--- config.mk ---
export PLATFORM = sky130hd
export DESIGN_NAME = i2c_register_slave_with_keepalive
export DESIGN_NICKNAME = d
export VERILOG_FILES = /design/src/hw/rtl/i2crs_pkg.sv /design/src/hw/rtl/i2crs_keepalive.sv /design/src/hw/rtl/i2c_register_slave_with_keepalive.sv
export SDC_FILE = /design/constraint.sdc
export NUM_CORES = 1
export LEC_CHECK = 0
export BUFFER_PORTS_ARGS = -buffer_cell sky130_fd_sc_hd__buf_2
export CELL_PAD_IN_SITES_DETAIL_PLACEMENT = 1
export CELL_PAD_IN_SITES_GLOBAL_PLACEMENT = 2
export CORE_MARGIN = 1.5
export CORE_UTILIZATION = 31
export DETAILED_ROUTE_END_ITERATION = 10
export PLACE_DENSITY = 0.8
export REMOVE_ABC_BUFFERS = 1
export SYNTH_ARGS = -nofsm -noshare
export SYNTH_HDL_FRONTEND = slang
export SYNTH_SLANG_ARGS = --single-unit
export TNS_END_PERCENT = 30
--- constraint.sdc ---
create_clock -name clock -period 3.1 [get_ports clock]
set_clock_uncertainty 0.2 [all_clocks]
set_input_delay 0.62 -clock clock [delete_from_list [all_inputs] [get_ports clock]]
set_output_delay 0.62 -clock clock [all_outputs]
set_load 0.02 [all_outputs]
--- src/hw/rtl/i2crs_pkg.sv ---
// ----------------------------------------------------------------------------
// i2crs_pkg
// Types and constants shared by the I2C register slave with host keepalive.
// ----------------------------------------------------------------------------
package i2crs_pkg;

   typedef enum logic [1:0] {
      OP_RX     = 2'd0,
      OP_READ   = 2'd1,
      OP_FINISH = 2'd2,
      OP_TICK   = 2'd3
   } opcode_type;

   typedef enum logic [1:0] {
      CSR_SERIAL_NUM    = 2'd0,
      CSR_HW_VERSION    = 2'd1,
      CSR_SW_VERSION    = 2'd2,
      CSR_ALIVE_TIMEOUT = 2'd3
   } csr_index_type;

   localparam logic [7:0] ADDR_HW_ID_HI    = 8'h08;
   localparam logic [7:0] ADDR_HW_ID_LO    = 8'h09;
   localparam logic [7:0] ADDR_SW_ID_HI    = 8'h0A;
   localparam logic [7:0] ADDR_SW_ID_LO    = 8'h0B;
   localparam logic [7:0] ADDR_RING_MODE   = 8'h12;
   localparam logic [7:0] ADDR_IR_BRIGHT   = 8'h20;
   localparam logic [7:0] ADDR_RING_BRIGHT = 8'h21;
   localparam logic [7:0] ADDR_TEMP_HI     = 8'h31;
   localparam logic [7:0] ADDR_TEMP_LO     = 8'h32;
   localparam logic [7:0] ADDR_ALIVE       = 8'hA0;

   localparam logic [7:0] EFFECT_BOOTING      = 8'd1;
   localparam logic [7:0] EFFECT_OKAY         = 8'd3;
   localparam logic [7:0] EFFECT_DISCONNECTED = 8'd4;

   localparam logic [7:0]  RING_LEVEL_RESET    = 8'd5;
   localparam logic [15:0] HW_VERSION_RESET    = 16'hFFFF;
   localparam logic [15:0] SW_VERSION_RESET    = 16'hFFFE;
   localparam logic [15:0] ALIVE_TIMEOUT_RESET = 16'd100;
   localparam logic [15:0] IDLE_TICKS_MAX      = 16'hFFFF;

   typedef struct packed {
      opcode_type  opcode;
      logic [7:0]  rx_byte;
      logic [11:0] temp_sample;
   } req_type;

   typedef struct packed {
      logic [7:0] tx_byte;
      logic [7:0] ir_level;
      logic [7:0] ring_level;
      logic [7:0] ring_effect;
      logic       connected;
   } rsp_type;

   typedef struct packed {
      logic tick;
      logic alive;
   } ka_ctrl_type;

   typedef struct packed {
      logic link_next;
      logic set_okay;
      logic set_disc;
   } ka_status_type;

endpackage

--- src/hw/rtl/i2crs_keepalive.sv ---
// ----------------------------------------------------------------------------
// i2crs_keepalive
// Host keepalive monitor: saturating idle tick counter and link status.
// ----------------------------------------------------------------------------
module i2crs_keepalive import i2crs_pkg::*; (
   input  logic          clock,
   input  logic          reset,
   input  ka_ctrl_type   ctrl,
   input  logic [15:0]   timeout,
   output ka_status_type status
);

   logic        link_up_ff, link_up_in;
   logic        ever_alive_ff, ever_alive_in;
   logic [15:0] idle_ticks_ff, idle_ticks_in;
   logic        come_up, go_down;

   always_comb begin
      come_up = ctrl.tick && (idle_ticks_ff < timeout) && !link_up_ff && ever_alive_ff;
      go_down = ctrl.tick && !come_up && (idle_ticks_ff > timeout) && link_up_ff;

      link_up_in = link_up_ff;
      if (come_up) begin
         link_up_in = 1'b1;
      end else if (go_down) begin
         link_up_in = 1'b0;
      end

      ever_alive_in = ever_alive_ff | ctrl.alive;

      idle_ticks_in = idle_ticks_ff;
      if (ctrl.alive) begin
         idle_ticks_in = '0;
      end else if (ctrl.tick && (idle_ticks_ff != IDLE_TICKS_MAX)) begin
         idle_ticks_in = idle_ticks_ff + 16'd1;
      end

      status.link_next = link_up_in;
      status.set_okay  = come_up;
      status.set_disc  = go_down;
   end

   always_ff @(posedge clock) begin
      if (reset) begin
         link_up_ff    <= 1'b0;
         ever_alive_ff <= 1'b0;
         idle_ticks_ff <= '0;
      end else begin
         link_up_ff    <= link_up_in;
         ever_alive_ff <= ever_alive_in;
         idle_ticks_ff <= idle_ticks_in;
      end
   end

endmodule

--- src/hw/rtl/i2c_register_slave_with_keepalive.sv ---
// ----------------------------------------------------------------------------
// i2c_register_slave_with_keepalive
// Register side of an I2C slave with staged LED settings and host keepalive.
// ----------------------------------------------------------------------------
//  channel | ports                          | moves
//  --------+--------------------------------+-------------------------------
//  req     | req_valid, req_stall, req_data | one event/tick a cycle unstalled
//  rsp     | rsp_valid, rsp_stall, rsp_data | one result item per req item
//  csr     | csr_valid, csr_ready, csr_*    | configuration register write
//
//  Each item updates the register state in the cycle it is accepted and its
//  result appears in the output register on the next cycle: one item per
//  cycle while no result is held by rsp_stall. req_stall is raised only
//  while a result is held by rsp_stall. Synchronous reset restores all
//  state but the rsp_data register; csr_ready is always high.
// ----------------------------------------------------------------------------
module i2c_register_slave_with_keepalive import i2crs_pkg::*; (
   input  logic          clock,
   input  logic          reset,
   input  logic          req_valid,
   output logic          req_stall,
   input  req_type       req_data,
   output logic          rsp_valid,
   input  logic          rsp_stall,
   output rsp_type       rsp_data,
   input  logic          csr_valid,
   output logic          csr_ready,
   input  csr_index_type csr_index,
   input  logic [63:0]   csr_data
);

   logic [63:0] serial_ff;
   logic [15:0] hw_version_ff;
   logic [15:0] sw_version_ff;
   logic [15:0] alive_timeout_ff;

   logic [7:0] pointer_ff, pointer_in;
   logic       write_phase_ff, write_phase_in;
   logic [7:0] staged_ir_ff, staged_ir_in;
   logic [7:0] staged_ring_ff, staged_ring_in;
   logic [7:0] staged_effect_ff, staged_effect_in;
   logic [7:0] live_ir_ff, live_ir_in;
   logic [7:0] live_ring_ff, live_ring_in;
   logic [7:0] live_effect_ff, live_effect_in;
   logic       rsp_valid_ff, rsp_valid_in;
   rsp_type    rsp_ff, rsp_in;

   logic          req_fire;
   logic [7:0]    read_byte;
   ka_ctrl_type   ka_ctrl;
   ka_status_type ka_status;

   assign req_stall = rsp_valid_ff && rsp_stall;
   assign req_fire  = req_valid && !req_stall;
   assign csr_ready = 1'b1;
   assign rsp_valid = rsp_valid_ff;
   assign rsp_data  = rsp_ff;

   assign ka_ctrl.tick  = req_fire && (req_data.opcode == OP_TICK);
   assign ka_ctrl.alive = req_fire && (req_data.opcode == OP_RX) && write_phase_ff
                          && (pointer_ff == ADDR_ALIVE);

   i2crs_keepalive u_keepalive (
      .clock   (clock),
      .reset   (reset),
      .ctrl    (ka_ctrl),
      .timeout (alive_timeout_ff),
      .status  (ka_status)
   );

   always_comb begin
      read_byte = '0;
      if (pointer_ff[7:3] == 5'd0) begin
         read_byte = serial_ff[{pointer_ff[2:0], 3'b000} +: 8];
      end else begin
         case (pointer_ff)
            ADDR_HW_ID_HI:    read_byte = hw_version_ff[15:8];
            ADDR_HW_ID_LO:    read_byte = hw_version_ff[7:0];
            ADDR_SW_ID_HI:    read_byte = sw_version_ff[15:8];
            ADDR_SW_ID_LO:    read_byte = sw_version_ff[7:0];
            ADDR_RING_MODE:   read_byte = live_effect_ff;
            ADDR_IR_BRIGHT:   read_byte = live_ir_ff;
            ADDR_RING_BRIGHT: read_byte = live_ring_ff;
            ADDR_TEMP_HI:     read_byte = {4'd0, req_data.temp_sample[11:8]};
            ADDR_TEMP_LO:     read_byte = req_data.temp_sample[7:0];
            default:          read_byte = '0;
         endcase
      end
   end

   always_comb begin
      pointer_in       = pointer_ff;
      write_phase_in   = write_phase_ff;
      staged_ir_in     = staged_ir_ff;
      staged_ring_in   = staged_ring_ff;
      staged_effect_in = staged_effect_ff;
      live_ir_in       = live_ir_ff;
      live_ring_in     = live_ring_ff;
      live_effect_in   = live_effect_ff;
      rsp_in           = rsp_ff;

      if (req_fire) begin
         rsp_in.tx_byte = '0;
         case (req_data.opcode)
            OP_RX: begin
               if (!write_phase_ff) begin
                  pointer_in     = req_data.rx_byte;
                  write_phase_in = 1'b1;
               end else begin
                  case (pointer_ff)
                     ADDR_IR_BRIGHT:   staged_ir_in     = req_data.rx_byte;
                     ADDR_RING_BRIGHT: staged_ring_in   = req_data.rx_byte;
                     ADDR_RING_MODE:   staged_effect_in = req_data.rx_byte;
                     default:          ;
                  endcase
               end
            end
            OP_READ: begin
               rsp_in.tx_byte = read_byte;
               pointer_in     = pointer_ff + 8'd1;
            end
            OP_FINISH: begin
               write_phase_in = 1'b0;
            end
            OP_TICK: begin
               if (ka_status.set_okay) begin
                  staged_effect_in = EFFECT_OKAY;
               end else if (ka_status.set_disc) begin
                  staged_effect_in = EFFECT_DISCONNECTED;
               end
               live_ir_in     = staged_ir_ff;
               live_ring_in   = staged_ring_ff;
               live_effect_in = staged_effect_in;
            end
            default: ;
         endcase
         rsp_in.ir_level    = live_ir_in;
         rsp_in.ring_level  = live_ring_in;
         rsp_in.ring_effect = live_effect_in;
         rsp_in.connected   = ka_status.link_next;
      end

      rsp_valid_in = rsp_valid_ff;
      if (req_fire) begin
         rsp_valid_in = 1'b1;
      end else if (!rsp_stall) begin
         rsp_valid_in = 1'b0;
      end
   end

   always_ff @(posedge clock) begin
      if (reset) begin
         serial_ff        <= '0;
         hw_version_ff    <= HW_VERSION_RESET;
         sw_version_ff    <= SW_VERSION_RESET;
         alive_timeout_ff <= ALIVE_TIMEOUT_RESET;
         pointer_ff       <= '0;
         write_phase_ff   <= 1'b0;
         staged_ir_ff     <= '0;
         staged_ring_ff   <= RING_LEVEL_RESET;
         staged_effect_ff <= EFFECT_BOOTING;
         live_ir_ff       <= '0;
         live_ring_ff     <= '0;
         live_effect_ff   <= '0;
         rsp_valid_ff     <= 1'b0;
      end else begin
         if (csr_valid) begin
            case (csr_index)
               CSR_SERIAL_NUM:    serial_ff        <= csr_data;
               CSR_HW_VERSION:    hw_version_ff    <= csr_data[15:0];
               CSR_SW_VERSION:    sw_version_ff    <= csr_data[15:0];
               CSR_ALIVE_TIMEOUT: alive_timeout_ff <= csr_data[15:0];
               default:           ;
            endcase
         end
         pointer_ff       <= pointer_in;
         write_phase_ff   <= write_phase_in;
         staged_ir_ff     <= staged_ir_in;
         staged_ring_ff   <= staged_ring_in;
         staged_effect_ff <= staged_effect_in;
         live_ir_ff       <= live_ir_in;
         live_ring_ff     <= live_ring_in;
         live_effect_ff   <= live_effect_in;
         rsp_valid_ff     <= rsp_valid_in;
      end
   end

   always_ff @(posedge clock) begin
      rsp_ff <= rsp_in;
   end

endmodule

Word-level counts from Yosys, hierarchy flattened

Index checks and enable logic that the tools add are counted.

$add $sub $neg: 2
Magnitude comparators: 2
Eq/ne operators: 21
Shift-type cells: 1
Muxes and demuxes: 17
Bitwise gates (word level): 1
Reductions and logical operators: 32

Operators with widths:

| kind                                                                    | number |
|---|---|
| 8-bit two-way mux                                                       | 9 |
| 8-bit case mux with 9 select lines                                      | 1 |
| 64-bit by 7-bit indexed part select with 8-bit output                   | 1 |
| 8-bit by 4-bit == test with 1-bit output, second input constant         | 4 |
| 8-bit by 6-bit == test with 1-bit output, second input constant         | 4 |
| 8-bit case mux with 2 select lines                                      | 2 |
| 16-bit by 1-bit adder with 16-bit output, second input constant         | 1 |
| 16-bit > comparator                                                     | 1 |
| 16-bit < comparator                                                     | 1 |
| 16-bit inequality test, second input constant                           | 1 |
| 1-bit logical AND                                                       | 13 |
| 4-bit AND reduction                                                     | 3 |
| 2-bit AND reduction                                                     | 5 |
| 8-bit by 1-bit adder with 8-bit output, second input constant           | 1 |
| 2-bit == test, second input constant                                    | 4 |
| 8-bit by 5-bit == test with 1-bit output, second input constant         | 1 |
| 8-bit == test, second input constant                                    | 1 |
| 2-bit nonzero test                                                      | 3 |
| 5-bit logical NOT                                                       | 1 |
| 2-bit by 1-bit == test with 1-bit output, second input constant         | 2 |
| 2-bit logical NOT                                                       | 2 |
| 1-bit two-way mux                                                       | 4 |
| 2-bit by 1-bit inequality test with 1-bit output, second input constant | 2 |
| 2-bit inequality test, second input constant                            | 2 |
| other kinds (5)                                                         | 7 |

Flip-flop bits (word level): 221
Input port bits: 93
Output and inout port bits: 36
Word-level logic and storage cells: 97

Depth between registers and ports, before layout

Word-level depth: 14
Mapped depth: 11
Mapped depth without buffers: 8

Modules after synthesis

From an unflattened synthesis, not the netlist that was laid out.

Cell total of the unflattened synthesis: 1190
Area, all modules: 10090.9 µm²

By module, submodules not included:

| module                            | times used | cells each | area each (µm²) | seq. area each (µm²) |
|---|---|---|---|---|
| i2c_register_slave_with_keepalive | 1          | 1033       | 8770.9          | 4394.2 |
| i2crs_keepalive                   | 1          | 157        | 1320.0          | 360.3 |

Worst setup path after synthesis

Ideal clock, no wire load.

Path kind: in2reg
Start: in req_valid
End: reg live_effect_ff[6]
Setup time: 117 ps
Arrival time: 2683 ps
Data required time: 2783 ps
Path slack: 100 ps
Stages on the path: 7
Path buffers: 0
Path through: a21bo_2 -> inv_1 -> nand2_1 -> a21oi_1 -> o311ai_2 -> and4_1 -> a22o_1

Word-level cells in the longest chain between the ends: 12

Ends and longest elaborated chain:

| element                         | RTL line                                 | RTL |
|---|---|---|
| start: declaration              | i2c_register_slave_with_keepalive.sv:20  | `input logic req_valid,` |
| 1-bit logical AND (*)           | i2c_register_slave_with_keepalive.sv:54  | `assign req_fire = req_valid && !req_stall;` |
| named net req_fire              | i2c_register_slave_with_keepalive.sv:48  | `logic req_fire;` |
| 1-bit logical AND               | i2c_register_slave_with_keepalive.sv:59  | `assign ka_ctrl.tick = req_fire && (req_data.opcode == OP_TICK);` |
| 1-bit logical AND (3 in series) | i2crs_keepalive.sv:19                    | `come_up = ctrl.tick && (idle_ticks_ff < timeout) && !link_up_ff && ever_alive_ff;` |
| 1-bit logical NOT               | i2crs_keepalive.sv:20                    | `go_down = ctrl.tick && !come_up && (idle_ticks_ff > timeout) && link_up_ff;` |
| 1-bit logical AND (3 in series) | i2crs_keepalive.sv:20                    |  |
| 8-bit two-way mux               | i2c_register_slave_with_keepalive.sv:128 | `end else if (ka_status.set_disc) begin` |
| 8-bit two-way mux               | i2c_register_slave_with_keepalive.sv:126 | `if (ka_status.set_okay) begin` |
| 8-bit two-way mux               | i2c_register_slave_with_keepalive.sv:104 | `case (req_data.opcode)` |
| end signal: assignment          | i2c_register_slave_with_keepalive.sv:183 | `live_effect_ff <= live_effect_in;` |
| end: declaration                | i2c_register_slave_with_keepalive.sv:44  | `logic [7:0] live_effect_ff, live_effect_in;` |

The timed path passes the listed nets; every way through them passes the cells marked *.
A chain may end at the register's enable or synchronous reset.

Worst setup path after layout

Start: reg u_keepalive.idle_ticks_ff[11]
End: reg staged_effect_ff[4]

Word-level cells in the longest chain between the ends: 11
Elaborated cells between the ends (all ways): 12
Those cells by class: order compare (2); mux (3); reduce/logical (7)

Ends and longest elaborated chain:

| element                                | RTL line                                 | RTL |
|---|---|---|
| start: declaration                     | i2crs_keepalive.sv:15                    | `logic [15:0] idle_ticks_ff, idle_ticks_in;` |
| start signal: assignment               | i2crs_keepalive.sv:51                    | `idle_ticks_ff <= idle_ticks_in;` |
| 16-bit < comparator                    | i2crs_keepalive.sv:19                    |  |
| 1-bit logical AND (3 in series)        | i2crs_keepalive.sv:19                    |  |
| 1-bit logical NOT                      | i2crs_keepalive.sv:20                    |  |
| 1-bit logical AND (3 in series)        | i2crs_keepalive.sv:20                    |  |
| 8-bit two-way mux                      | i2c_register_slave_with_keepalive.sv:128 |  |
| 8-bit two-way mux (*)                  | i2c_register_slave_with_keepalive.sv:126 |  |
| 8-bit case mux with 2 select lines (*) | i2c_register_slave_with_keepalive.sv:104 |  |
| end signal: assignment                 | i2c_register_slave_with_keepalive.sv:180 | `staged_effect_ff <= staged_effect_in;` |
| end: declaration                       | i2c_register_slave_with_keepalive.sv:41  | `logic [7:0] staged_effect_ff, staged_effect_in;` |

Every way passes the cells marked *; elsewhere a longest branch is shown, timed or not.

==> results.txt <==
----------------------------------------------------
[Floorplanning]
  Overall die height ... between 150 and 200 um
  Die Outline Area ... roughly 0.033 sq mm
  Die X-Extent ... around 180 um
  Number of top-level pins ... 129
  Row count ... 64
  Starting Density ... 0.318
  Core area ... 0.0308 sq mm

[Yosys]
  Top cell type by total area after synthesis ... sky130_fd_sc_hd__dfxtp_1
  Seq/Total Area, Yosys ... 0.485
  EDFF count, synth ... 33
  Distinct cells, synth ... 64
  Synth area leaders ... sky130_fd_sc_hd__dfxtp_1 (38%), sky130_fd_sc_hd__nand2_1 (15%), sky130_fd_sc_hd__edfxtp_1 (10%)
  Synth cell count leaders ... sky130_fd_sc_hd__nand2_1 (380), sky130_fd_sc_hd__dfxtp_1 (188), sky130_fd_sc_hd__a21oi_1 (139), sky130_fd_sc_hd__nand3_1 (67), sky130_fd_sc_hd__clkbuf_1 (56)
  Number of storage elements in the synthesis netlist ... 221
  Share of synthesized cell area in full adder, half adder and majority cells ... 0.0268
  Simple logic cell fraction of the synthesized area ... 0.234
  Share of the synthesized area in compound gates (AO/OA/AOI/OAI) ... 0.153
  Warnings from Yosys ... 0
  Async S/R FF share, synth ... 0
  Synthesized area per cell ... 8.38 sq um
  Syn Inst Count ... 1170
  Xor-xnor portion of the synthesized cell area ... 0.0116
  Top_reg_cell synth ... sky130_fd_sc_hd__dfxtp_1
  Fraction of synthesized cell area taken by the top area cell type ... 0.384
  Post-synthesis instance area ... 0.00981 sq mm
  Mux cell area share after synthesis ... 0.0500
  Most common cell in the synthesized netlist ... sky130_fd_sc_hd__nand2_1
  Combinational family with the most area after synthesis ... simple AND/OR/NAND/NOR gates

[Hold path]
  HP Start ... req_valid
  Type of the most critical hold path ... input pin to flop
  Worst Hold Path EP ... rsp_valid$_SDFFE_PP0P_
  Worst hold path cell count ... 2

[Critical path]
  Buffers & Inverters on Critical Path ... 0
  Critical Path Slowest Stage Cell ... sky130_fd_sc_hd__dfxtp_1
  Logic depth of the worst register-to-register path ... 7
  Worst stage delay on the critical path ... 420 ps
  Worst Path Arrival ... approximately 2800 ps
  Terminus of the critical flop-to-flop path ... staged_effect_ff[4]$_SDFFE_PP0P_
  Chain of cells forming the critical path ... ha_1 > a41o_1 > a21oi_1 > o2111a_1 > nand3_1 > a32o_1 > a22o_1
  Maximum fanout encountered on the critical timing path ... 8
  Worst setup path category ... flop to flop
  FF-to-FF Start ... u_keepalive.idle_ticks_ff[11]$_SDFFE_PP0P_
  R2R setup slack ... between 400 and 500 ps
  Kind of start point of the critical path ... flop
  Critical path required time ... 3330 ps
  Capturing element type of the critical path ... flop
  CP delay by family, top ... compound AO/OA/AOI/OAI gates

[Route]
  Average detailed-routed wire length per instance ... 18.8 um
  Drt drc ... 0
  Remaining antenna violation count ... 0
  Post-detailed-route via-to-cell ratio ... just over 5
  Iteration count of the initial detailed-routing pass ... 5
  Detailed-route via count ... around 9k
  Routed WL ... around 32 mm
  First-iteration detailed-routing DRC count ... 417

[Clock tree]
  Htree depth ... 1
  Clock Latency Late Sink ... roughly 540 ps
  Number of cells upsized or downsized after cts ... 0
  Number of sinks driven by the clock tree ... ~220
  Clock tree from TritonCTS ... done
  Total of hold buffers inserted after clock tree synthesis ... 0
  Clk slew on worst S/H paths ... 60 ps
  Clock Root Buffer ... sky130_fd_sc_hd__clkbuf_16
  CTS max path bufs ... 3
  Number of buffers inserted by post-CTS setup repair ... 0
  Total clock buffers created by CTS ... 26

[Timing]
  Slew of the pin with the lowest slew margin ... 756 ps
  Count of final setup violators ... 0
  Max-slew headroom at the worst pin ... 0.495
  Post-route fraction of the period consumed by the critical path ... 0.841
  Setup repair after global routing missed its margin ... false
  Final Hold Violating Endpoints ... 0
  Setup WS post-layout ... 493 ps
  Min Clock Period, post-route ... approximately 2600 ps
  Maximum achievable frequency ... 0.384 GHz
  Total negative slack for setup checks ... 0 ps
  Pins over their slew limit ... 0

[Placement]
  Placed Area ... 0.0109 sq mm
  Weighted congestion reported at the end of routability-driven placement ... 0.831
  Port Buf Inserts ... 127
  HPWL Detailed ... 22.7 mm
  Post-Place Setup Slack ... 413 ps

[Final layout]
  Fraction of final layout cells sized beyond drive strength 1 ... 0.177
  Finished Cell Area ... 0.0117 sq mm
  Antenna cells ... 0
  P&R area growth vs syn ... 19.7%
  # fillers ... approximately 3.7k
  Final core utilization ... 0.381
  Final Net Count ... about 1.4k

[GRT]
  Initial antenna violation count ... 1
  Global routing usage summed across all routing layers ... 0.194
  Vias in the first global route ... 9038
  Total gr overflow ... 0
  Global-route wire length before repair ... 50.6 mm
  Pin count of the biggest net entering global routing ... just over 70

[Power and ir drop]
  Power dissipated by switching net loads ... 1660 uW
  Proportion of power drawn by flip-flops and latches ... 0.461
  Reported leakage power ... about 0.0046 uW
  Pwr dens ... 566 mW/mm^2
  Peak supply drop ... 423 uV
  Combinational Power Share ... 0.090
  Switching power as a share of total power ... 0.250
  Part of the power in the clock network ... 0.449
  Cell-internal power ... 4990 uW

[Run status]
  Result of the run ... finished clean

[Flow run]
  Max-Cap Viols ... 0

----------------------------------------------------
[layout by cell type, fill, tap and decap left out, drive strengths merged, types with 4 or more instances in the layout]
cell type,count
nand3,67
mux4,16
and3,4
a211oi,5
edfxtp,33
a22oi,13
buf,158
o211ai,5
inv,23
a22o,17
dfxtp,188
nand4,8
xor2,7
nand2b,6
a31oi,7
a21oi,140
clkbuf,46
mux2,8
a21o,4
nand2,380
and4,4
nor3,7
mux2i,4
a221oi,5
nor2,41
o21ai,25
or3,4
ha,21
xnor2,6
[area by class of cell]
type | instances | area (sq um) | share of cell area
multi-input combinational | 849 | 4670 | 0.398
timing repair buffer | 158 | 896 | 0.0763
clock inverter | 2 | 12.5 | 0.00107
clock buffer | 46 | 818 | 0.0697
inverter | 24 | 90.1 | 0.00767
sequential | 221 | 4750 | 0.405
tap | 396 | 495 | 0.0422
[metrics by stage]
| stage | hold slack [ps] | instances | total power (uW) |
|---|---|---|---|
| global placement | 239 | 1648 | 3720 |
| finish | 103 | 1696 | 6650 |
| detailed placement | 248 | 1648 | 3730 |
| global route | 116 | 1696 | 6900 |
| floorplan | 226 | 1094 | 3420 |
| CTS | 85.6 | 1696 | 6740 |
[worst max path at each step]
stage                                                      to  slack [ps]  cells past startpoint                                        from
global placement    u_keepalive.idle_ticks_ff[4]$_SDFFE_PP0P_         510                      7                                   rsp_stall
global route                            rsp_data[8]$_DFFE_PP_         300                      8   u_keepalive.idle_ticks_ff[7]$_SDFFE_PP0P_
finish                       staged_effect_ff[4]$_SDFFE_PP0P_         490                      7  u_keepalive.idle_ticks_ff[11]$_SDFFE_PP0P_
detailed placement           staged_effect_ff[4]$_SDFFE_PP0P_         410                      9                                   rsp_stall
floorplan                           serial_ff[0]$_SDFFE_PP0P_       -1510                      3                                csr_index[1]
CTS                          staged_effect_ff[4]$_SDFFE_PP0P_         490                      7  u_keepalive.idle_ticks_ff[11]$_SDFFE_PP0P_
[per-layer routing]
layer  track usage  part of all wire  vias to the layer above
met5             0           0.00028                        -
met4        0.0551             0.025                        2
met3        0.0373             0.055                       48
met2         0.329              0.46                      214
met1         0.252              0.46                     4266
li1              -                 -                     4261
[power by group through the flow]
stage	logic (uW)	clock network, uW	registers [uW]
floorplan	273	0	3150
global placement	590	0	3130
detailed placement	600	0	3130
CTS	605	3070	3070
global route	657	3170	3080
finish	600	2980	3070
[state kept, by name, summed over array words and instances, names as in the netlist, 8 cells and up]
name / cells
alive_timeout_ff: 16
staged_ring_ff: 8
live_ring_ff: 8
staged_effect_ff: 8
pointer_ff: 8
serial_ff: 64
sw_version_ff: 16
rsp_data: 33
u_keepalive.idle_ticks_ff: 16
live_effect_ff: 8
staged_ir_ff: 8
hw_version_ff: 16
live_ir_ff: 8
[kinds of logic (layout without fill, tap and decap cells)]
family	Yosys count	after routing
and+or+nand+nor	541	541
AOI/OAI and AO/OA	245	245
DFF	221	221
buffers and inverters	100	230
muxes	28	28
adders and majority gates	21	21
xor gates and xnor gates	13	13
other	1	1
(Power assumes the default switching activity.)
